==> config.mk <==
export PLATFORM = sky130hd
export DESIGN_NAME = spi_nor_access_splitter
export DESIGN_NICKNAME = d
export VERILOG_FILES = /design/src/hdl/snas_pkg.sv /design/src/hdl/snas_dp.sv /design/src/hdl/snas_ctrl.sv /design/src/hdl/spi_nor_access_splitter.sv
export SDC_FILE = /design/constraint.sdc
export NUM_CORES = 1
export LEC_CHECK = 0
export BUFFER_PORTS_ARGS = -buffer_cell sky130_fd_sc_hd__clkbuf_2
export CAP_MARGIN = 30
export CORE_MARGIN = 2
export CORE_UTILIZATION = 60
export DETAILED_ROUTE_END_ITERATION = 12
export GPL_TIMING_DRIVEN = 0
export PLACE_DENSITY_LB_ADDON = 0.05
export SYNTH_ARGS = -nofsm -noshare
export SYNTH_HDL_FRONTEND = slang
export SYNTH_HIERARCHICAL = 1
export SYNTH_SLANG_ARGS = --single-unit
==> constraint.sdc <==
create_clock -name clk -period 8.4 [get_ports clk]
set_clock_uncertainty 0.2 [all_clocks]
set_input_delay 0.84 -clock clk [delete_from_list [all_inputs] [get_ports clk]]
set_output_delay 0.84 -clock clk [all_outputs]
set_load 0.02 [all_outputs]
==> src/hdl/snas_pkg.sv <==
// ----------------------------------------------------------------------------
// snas_pkg
// Shared types and constants of the SPI NOR access splitter.
// ----------------------------------------------------------------------------
package snas_pkg;

  localparam int ADDR_W = 24;
  localparam int LEN_W = 14;

  localparam int PAGE_BYTES = 256;
  localparam int SECTOR_BYTES = 4096;
  localparam int MAX_BYTES = 8192;
  localparam int OUT_LIMIT = 34;

  localparam int PAGE_BITS = $clog2(PAGE_BYTES);
  localparam int SEC_BITS = $clog2(SECTOR_BYTES);
  localparam int CNT_W = $clog2(OUT_LIMIT);
  localparam int CMP_W = (LEN_W > SEC_BITS + 1) ? LEN_W : SEC_BITS + 1;

  localparam logic [PAGE_BITS:0] PAGE_SIZE = (PAGE_BITS + 1)'(PAGE_BYTES);
  localparam logic [SEC_BITS:0] SECTOR_SIZE = (SEC_BITS + 1)'(SECTOR_BYTES);
  localparam logic [LEN_W-1:0] MAX_LEN = LEN_W'(MAX_BYTES);
  localparam logic [CNT_W-1:0] CNT_LAST = CNT_W'(OUT_LIMIT - 1);

  localparam logic [1:0] KIND_READ = 2'd0;
  localparam logic [1:0] KIND_WRITE = 2'd1;
  localparam logic [1:0] KIND_ERASE = 2'd2;

  localparam logic [7:0] OP_NONE = 8'h00;
  localparam logic [7:0] OP_READ = 8'h03;
  localparam logic [7:0] OP_PROGRAM = 8'h02;
  localparam logic [7:0] OP_ERASE = 8'h20;

  localparam logic [1:0] ST_OK = 2'd0;
  localparam logic [1:0] ST_NONE = 2'd1;
  localparam logic [1:0] ST_REJECT = 2'd2;

  typedef enum logic [2:0] {
    M_NONE,
    M_REJECT,
    M_READ,
    M_WRITE,
    M_ERASE
  } mode_t;

  typedef struct packed {
    logic [1:0]        kind;
    logic [ADDR_W-1:0] start_address;
    logic [LEN_W-1:0]  byte_length;
  } req_t;

  typedef struct packed {
    logic [7:0]        opcode;
    logic [ADDR_W-1:0] command_address;
    logic [LEN_W-1:0]  chunk_bytes;
    logic [1:0]        status;
    logic              last;
  } res_t;

  typedef struct packed {
    logic load;
    logic step;
  } dp_cmd_t;

  typedef struct packed {
    logic last;
  } dp_stat_t;

endpackage

==> src/hdl/snas_dp.sv <==
// ----------------------------------------------------------------------------
// snas_dp
// Datapath: request registers, page/sector chunking and result register.
// ----------------------------------------------------------------------------
module snas_dp (
  input  logic              clk,
  input  snas_pkg::dp_cmd_t cmd,
  input  snas_pkg::req_t    request,
  output snas_pkg::dp_stat_t stat,
  output snas_pkg::res_t    result
);
  import snas_pkg::*;

  mode_t             mode;
  mode_t             mode_next;
  logic [ADDR_W-1:0] addr;
  logic [LEN_W-1:0]  rem;
  logic [CNT_W-1:0]  cnt;
  res_t              res;
  res_t              res_next;

  logic [PAGE_BITS:0] room_p;
  logic [SEC_BITS:0]  room_s;
  logic [CMP_W-1:0]   rem_x;
  logic [CMP_W-1:0]   room_px;
  logic [CMP_W-1:0]   room_sx;
  logic [CMP_W-1:0]   take_p;
  logic [CMP_W-1:0]   take_s;
  logic               at_limit;
  logic [ADDR_W-1:0]  addr_next;
  logic [LEN_W-1:0]   rem_next;

  always_comb begin
    if (request.kind != KIND_READ && request.kind != KIND_WRITE &&
        request.kind != KIND_ERASE) begin
      mode_next = M_NONE;
    end else if (request.byte_length > MAX_LEN) begin
      mode_next = M_REJECT;
    end else if (request.kind == KIND_READ) begin
      mode_next = M_READ;
    end else if (request.kind == KIND_WRITE) begin
      mode_next = M_WRITE;
    end else if (request.byte_length == '0) begin
      mode_next = M_NONE;
    end else begin
      mode_next = M_ERASE;
    end
  end

  assign room_p   = PAGE_SIZE - {1'b0, addr[PAGE_BITS-1:0]};
  assign room_s   = SECTOR_SIZE - {1'b0, addr[SEC_BITS-1:0]};
  assign rem_x    = CMP_W'(rem);
  assign room_px  = CMP_W'(room_p);
  assign room_sx  = CMP_W'(room_s);
  assign take_p   = (rem_x < room_px) ? rem_x : room_px;
  assign take_s   = (rem_x < room_sx) ? rem_x : room_sx;
  assign at_limit = (cnt == CNT_LAST);

  always_comb begin
    res_next  = '0;
    addr_next = addr;
    rem_next  = rem;
    unique case (mode)
      M_NONE: begin
        res_next.status = ST_NONE;
        res_next.last   = 1'b1;
      end
      M_REJECT: begin
        res_next.status = ST_REJECT;
        res_next.last   = 1'b1;
      end
      M_READ: begin
        res_next.opcode          = OP_READ;
        res_next.command_address = addr;
        res_next.chunk_bytes     = rem;
        res_next.status          = ST_OK;
        res_next.last            = 1'b1;
      end
      M_WRITE: begin
        res_next.opcode          = OP_PROGRAM;
        res_next.command_address = addr;
        res_next.chunk_bytes     = LEN_W'(take_p);
        res_next.status          = ST_OK;
        res_next.last            = (rem_x <= room_px) || at_limit;
        addr_next                = addr + ADDR_W'(take_p);
        rem_next                 = rem - LEN_W'(take_p);
      end
      M_ERASE: begin
        res_next.opcode          = OP_ERASE;
        res_next.command_address = addr;
        res_next.status          = ST_OK;
        res_next.last            = (rem_x <= room_sx) || at_limit;
        addr_next                = addr + ADDR_W'(room_sx);
        rem_next                 = rem - LEN_W'(take_s);
      end
      default: begin
        res_next.status = ST_NONE;
        res_next.last   = 1'b1;
      end
    endcase
  end

  always_ff @(posedge clk) begin
    if (cmd.load) begin
      mode <= mode_next;
      addr <= request.start_address;
      rem  <= request.byte_length;
      cnt  <= '0;
    end else if (cmd.step) begin
      addr <= addr_next;
      rem  <= rem_next;
      cnt  <= cnt + CNT_W'(1);
      res  <= res_next;
    end
  end

  assign stat.last = res_next.last;
  assign result    = res;

endmodule

==> src/hdl/snas_ctrl.sv <==
// ----------------------------------------------------------------------------
// snas_ctrl
// Controller: accepts a request, steps the datapath once per command.
// ----------------------------------------------------------------------------
module snas_ctrl (
  input  logic                clk,
  input  logic                rst,
  input  logic                start,
  input  snas_pkg::dp_stat_t  stat,
  output snas_pkg::dp_cmd_t   cmd,
  output logic                busy,
  output logic                strobe
);
  import snas_pkg::*;

  typedef enum logic [1:0] {
    S_IDLE = 2'b01,
    S_RUN  = 2'b10
  } state_t;

  state_t state;
  state_t state_next;

  always_comb begin
    state_next = state;
    cmd        = '0;
    unique case (state)
      S_IDLE: begin
        if (start) begin
          cmd.load   = 1'b1;
          state_next = S_RUN;
        end
      end
      S_RUN: begin
        cmd.step = 1'b1;
        if (stat.last) begin
          state_next = S_IDLE;
        end
      end
      default: begin
        state_next = S_IDLE;
      end
    endcase
  end

  always_ff @(posedge clk) begin
    if (rst) begin
      state  <= S_IDLE;
      strobe <= 1'b0;
    end else begin
      state  <= state_next;
      strobe <= cmd.step;
    end
  end

  assign busy = (state != S_IDLE);

endmodule

==> src/hdl/spi_nor_access_splitter.sv <==
// ----------------------------------------------------------------------------
// spi_nor_access_splitter
// Turns a read/write/erase request into a run of SPI NOR commands.
// ----------------------------------------------------------------------------
//  channel  | handshake          | beat
//  request  | start & !busy      | req_t: kind, start_address, byte_length
//  result   | strobe (1 cycle)   | res_t: opcode, address, chunk, status, last
//
// A request is loaded first; the chunking step then issues one command per
// cycle, and each result and its strobe are registered before they show.
// busy falls while the last result is shown, so the next request may start.
// rst clears the controller; no result follows reset until a request.
// The receiver cannot stall: each result is valid for its strobe cycle only.
module spi_nor_access_splitter (
  input  logic           clk,
  input  logic           rst,
  input  logic           start,
  output logic           busy,
  input  snas_pkg::req_t request,
  output logic           strobe,
  output snas_pkg::res_t result
);
  import snas_pkg::*;

  dp_cmd_t  cmd;
  dp_stat_t stat;

  snas_ctrl u_ctrl (
    .clk    (clk),
    .rst    (rst),
    .start  (start),
    .stat   (stat),
    .cmd    (cmd),
    .busy   (busy),
    .strobe (strobe)
  );

  snas_dp u_dp (
    .clk     (clk),
    .cmd     (cmd),
    .request (request),
    .stat    (stat),
    .result  (result)
  );

endmodule
# After elaboration in Yosys (flattened, before gate mapping)
# Cells that the tools add are included.
[word_totals]
ff_bits = 99
wordCells = 74
input_bits = 43
output_inout_bits = 51
[op_classes]
add_sub_neg = 7
reduce_logical = 14
n_lt_le_gt_ge = 5
muxes = 21
bitwise = 1
eq_ne = 13
[ops]
columns = ["operator", "count"]
rows = [
  ["$pmux W30 S3", 1],
  ["$mux W14", 4],
  ["$pmux W14 S2", 2],
  ["$mux W24", 2],
  ["$pmux W24 S2", 1],
  ["$sub A14 B14 Y14", 2],
  ["$add A24 B13 Y24", 1],
  ["$add A24 B14 Y24", 1],
  ["$gt A14 B14 Y1 const B", 1],
  ["$le A14 B13 Y1", 1],
  ["$le A14 B9 Y1", 1],
  ["$logic_not A14 Y1", 1],
  ["$lt A14 B13 Y1", 1],
  ["$lt A14 B9 Y1", 1],
  ["$sub A13 B12 Y13 const A", 1],
  ["$pmux W3 S4", 1],
  ["$sub A9 B8 Y9 const A", 1],
  ["$mux W2", 4],
  ["$add A6 B1 Y6 const B", 1],
  ["$eq A3 B2 Y1 const B", 2],
  ["$eq A6 B6 Y1 const B", 1],
  ["$ne A2 B2 Y1 const B", 3],
  ["$reduce_and A2 Y1", 3],
  ["$eq A2 B1 Y1 const B", 2],
  ["15 further kinds", 22],
]

# Longest topological paths before layout
[depth]
depth_word = 7
depth_mapped = 21
depth_no_buf = 21

# Modules after synthesis
# Netlist, hierarchy kept.
[modules_own_cells]
columns = ["mod", "cells_per_inst", "seq_area_each_um2", "n_inst", "area_each_um2"]
rows = [
  ["snas_dp", 611, 2672.6, 1, 6155.9],
  ["snas_ctrl", 10, 60.1, 1, 112.6],
]

# Least setup slack after synthesis
# OpenSTA, ideal clock, no wires.
[synth_path]
path_kind = "register to register"
startpoint = "register u_dp.addr[4]"
endpoint = "register u_dp.rem[10], data pin"
t_arrival_ps = 5257
n_path_buf = 0
setup_ps = 135
required_ps = 8065
stages_incl_launch_ff = 21
slack_ps = 2808
period_less_slack_ps = 5592
path_cell_list = "edfxtp_1 nor4_1 nand3_1 nor3_1 xor2_1 ha_1 and4b_1 nor2b_4 a2111oi_4 nand3_2 mux2i_4 mux2i_1 ha_1 inv_1 fa_1 a21o_1 a31o_2 a31oi_1 o21ai_0 or4b_2 nand3_1"
[synth_between]
elab_chain_len = 7
word_cells_on_any_way = 11
classes_between = "4 x add/sub; 2 x order compare; 5 x mux"
[synth_lines]
columns = ["element", "line", "text"]
rows = [
  ["from (decl)", "snas_dp.sv:16", "logic [ADDR_W-1:0] addr;"],
  ["from (signal assigned)", "snas_dp.sv:106", "addr <= request.start_address;"],
  ["from (signal assigned)", "snas_dp.sv:110", "addr <= addr_next;"],
  ["$sub A13 B12 Y13 or $sub A9 B8 Y9 (tied branches)", "snas_dp.sv:51, snas_dp.sv:50", ""],
  ["$lt A14 B13 Y1 or $lt A14 B9 Y1 (tied branches)", "snas_dp.sv:56, snas_dp.sv:55", ""],
  ["$mux W14 (on tied branches)", "snas_dp.sv:56, snas_dp.sv:55", ""],
  ["$sub A14 B14 Y14 (on tied branches)", "snas_dp.sv:94, snas_dp.sv:86", ""],
  ["$pmux W14 S2 (*)", "snas_dp.sv:63", "unique case (mode)"],
  ["$mux W14 (*)", "snas_dp.sv:109", "end else if (cmd.step) begin"],
  ["$mux W14 (*)", "snas_dp.sv:104", "if (cmd.load) begin"],
  ["to (signal assigned)", "snas_dp.sv:107", "rem <= request.byte_length;"],
  ["to (signal assigned)", "snas_dp.sv:111", "rem <= rem_next;"],
  ["to (decl)", "snas_dp.sv:17", "logic [LEN_W-1:0] rem;"],
]
# Mark *: on every way between the ends. The rest lies on a longest branch, timed or not. The select of a mux whose other input is x is not followed.
# A chain may end at the register's enable or synchronous reset.

# Final worst setup path
[layout_path]
startpoint = "register u_dp.addr[5]"
endpoint = "register u_dp.rem[10], data pin"
# Same word-level chain as after synthesis.

==> impl_metrics.json <==
{
  "path_max_fanout": 9,
  "status": "completed",
  "cts_tree": "yes",
  "max_stage_delay_ps": 620,
  "syn_area_per_cell_um2": 10.1,
  "dpl_cell_area_mm2": 0.00695,
  "grt_pass1_vias": 4870,
  "ant_nets": 0,
  "antenna_found_initial": 0,
  "rows": 37,
  "grt_setup_unrepaired": "no",
  "synth_simple_gate_area_share_pct": 18.4,
  "r2r_start": "u_dp/addr[5]",
  "muxShareOfSynthArea_pct": 5.71,
  "crit_required_ps": 8440,
  "clkTransAtPathRegs_ps": 90,
  "slowest_stage": "or4b_2",
  "cpLargestDelayFamily": "simple AND/OR/NAND/NOR gates",
  "cp-startpoint": "u_dp/addr[5]",
  "hold_violations": 0,
  "cts_root_buffer": "clkbuf_8",
  "fillerInstances": 811,
  "synth_fa_ha_area_share_pct": 9.42,
  "path_class": "flop to flop",
  "drv_slew": 0,
  "final_area_mm2": 0.00711,
  "via_count": 5161,
  "drt-initial-drc-count": 261,
  "die_y_um": 106,
  "gp_congestion": 0.907,
  "hp-start": "u_dp/cnt[1]",
  "ctsResizeCount": 0,
  "syn-instance-count": 621,
  "synthArstFlopShare_pct": 0,
  "dieArea_mm2": 0.0113,
  "clk_latency_ps": 380,
  "final.setup.tns_ps": 0,
  "cts_buffers": 9,
  "leakage_nw": 2.88,
  "cap_violations": 0,
  "cts_buffer_depth": 2,
  "start_util_pct": 61.3,
  "totalWireLength_mm": 14.8,
  "synth_warnings": 6,
  "first_pass_iters": 7,
  "ys.flop_type": "edfxtp_1",
  "coreArea_mm2": 0.0102,
  "worst_pin_slew_ps": 792,
  "relSlewSlack_pct": 47.2,
  "vias_per_cell": 5.95,
  "area_growth_pct": 13.5,
  "setup_violations": 0,
  "htree_levels": 3,
  "wl_per_cell_um": 17.0,
  "fin_crit_sh_pct": 77.7,
  "netlist_area_mm2": 0.00627,
  "crit_path_start_kind": "flop",
  "port_buffers": 88,
  "yosys.area_share.xor_xnor_pct": 4.75,
  "powerDensity_mw_per_mm2": 274,
  "drc": 0,
  "grt_pass1_wl_mm": 23.4,
  "synth_compound_area_share_pct": 14.3,
  "clkSinkCount": 94,
  "synth_top_family_by_area": "simple AND/OR/NAND/NOR gates",
  "synth_cell_types": 68,
  "post-route-min-period_ps": 6530,
  "num_antenna_cells": 0,
  "ir_worst_vdd_uv": 211,
  "dp_hpwl_mm": 11.1,
  "drive_gt1_share_pct": 19.3,
  "post_cts_buffers": 0,
  "grtUsageTotal_pct": 26.8,
  "overflow": 0,
  "chipWidth_um": 106,
  "ys_seq_elements": 94,
  "cp_cell_sequence": "nor4_1, nand3_1, nor3_1, xor2_1, ha_1, and4b_1, nor2b_4, a2111oi_4, nand3_2, mux2i_4, mux2i_1, ha_1, inv_1, fa_1, a21o_1, a31o_2, a31oi_1, o21ai_0, or4b_2, nand3_1",
  "arrival_ps": 6570,
  "grt_max_degree": 36,
  "hold_buffers": 0,
  "hp-class": "flop to flop",
  "yosysSeqAreaShare_pct": 43.6,
  "num_io_pins": 94,
  "cp-end-kind": "flop",
  "max_freq_mhz": 153,
  "synth_edf_count": 85,
  "nets": 816,
  "critPathBufInv": 1
}
## Yosys cell counts, types with 6 or more instances
| cell | count | area [µm²] |
|---|---|---|
| xor2_1 | 19 | 166 |
| nor2b_1 | 30 | 188 |
| o21ai_0 | 44 | 220 |
| clkbuf_1 | 11 | 41.3 |
| mux2_2 | 12 | 135 |
| a21o_1 | 9 | 67.6 |
| nor3b_1 | 7 | 52.6 |
| xnor2_1 | 15 | 131 |
| a31oi_1 | 6 | 37.5 |
| nand3_1 | 14 | 70.1 |
| ha_1 | 44 | 551 |
| or3_1 | 8 | 50.1 |
| mux2i_1 | 20 | 200 |
| nand4_1 | 11 | 68.8 |
| edfxtp_1 | 85 | 2550 |
| nor3_1 | 16 | 80.1 |
| dfxtp_1 | 9 | 180 |
| nor2_1 | 49 | 184 |
| a21oi_1 | 32 | 160 |
| nand2_1 | 55 | 206 |
| inv_1 | 29 | 109 |
## where the power goes
part	internal (W)	switching, W
clock	0.000107	0.000164
sequential	0.000610	0.0000773
combinational	0.000435	0.000554
total	0.00115	0.000796
## through the flow
stage | util (%) | setup slack, ps | power, W | cells | hold slack (ps)
CTS | 69.5 | 1930 | 0.00194 | 868 | 329
finish | 69.5 | 1870 | 0.00195 | 868 | 324
floorplan | - | 2810 | 0.00144 | 626 | 258
global route | 69.5 | 1430 | 0.00208 | 868 | 378
detailed placement | 67.9 | 1970 | 0.00166 | 852 | 284
global placement | 67.4 | 2110 | 0.00162 | 850 | 267
## final timing paths
path,to,slack [ps],depth (start not counted)
worst max-delay path,u_dp/rem[10],1870,20
worst min-delay path,u_dp/cnt[1],320,2
worst max register to register,u_dp/rem[10],1870,20
worst min register to register,u_dp/cnt[1],320,2
## layout by cell type, fill, tap and decap left out, types with 8 or more instances in the layout
| cell type | instances |
|---|---|
| nor2_1 | 49 |
| or3_1 | 8 |
| nand4_1 | 11 |
| mux2i_1 | 20 |
| xnor2_1 | 15 |
| clkbuf_2 | 88 |
| dfxtp_1 | 9 |
| nor2b_1 | 29 |
| o21ai_0 | 44 |
| inv_1 | 29 |
| edfxtp_1 | 85 |
| a21oi_1 | 32 |
| clkbuf_1 | 12 |
| a21o_1 | 8 |
| nand2_1 | 55 |
| clkbuf_8 | 9 |
| ha_1 | 44 |
| nor3_1 | 16 |
| mux2_2 | 12 |
| nand3_1 | 14 |
| xor2_1 | 19 |
## kinds of logic after synthesis
family,after synthesis
AOI/OAI and AO/OA,138
xor gates and xnor gates,34
adders and majority gates,46
buffers and inverters,52
DFF,94
muxes,33
other,1
and+or+nand+nor,223
## registers in the layout, summed over array words and instances (netlist names)
| name | cells |
|---|---|
| u_dp/mode | 3 |
| u_ctrl/state | 2 |
| u_dp/result | 44 |
| u_dp/cnt | 6 |
| u_dp/addr | 24 |
| u_ctrl/strobe | 1 |
| u_dp/rem | 14 |
## layer usage
layer,vias to the layer above,GRT usage [%],part of all wire [%]
li1,2499,-,-
met1,2413,35.7,44
met2,218,44.7,47
met3,31,3.25,6.4
met4,0,10.6,2.5
met5,-,0,0
## cell type report
class / count / area [µm²] / share of cell area [%]
clock buffers: 10 / 128 / 1.79
plain buffers: 22 / 121 / 1.71
well taps: 136 / 170 / 2.39
clock inverters: 6 / 38.8 / 0.545
repair buffers: 90 / 480 / 6.75
flip-flops and latches: 94 / 2730 / 38.4
multi-input cells: 480 / 3330 / 46.8
inverters: 30 / 113 / 1.58
## worst min-delay path, cell delays in order, from the launching register on
cell,delay (ps)
dfxtp_1,340
nor2_1,90
a211oi_1,50
No activity file was read; power rests on OpenSTA's default activity.
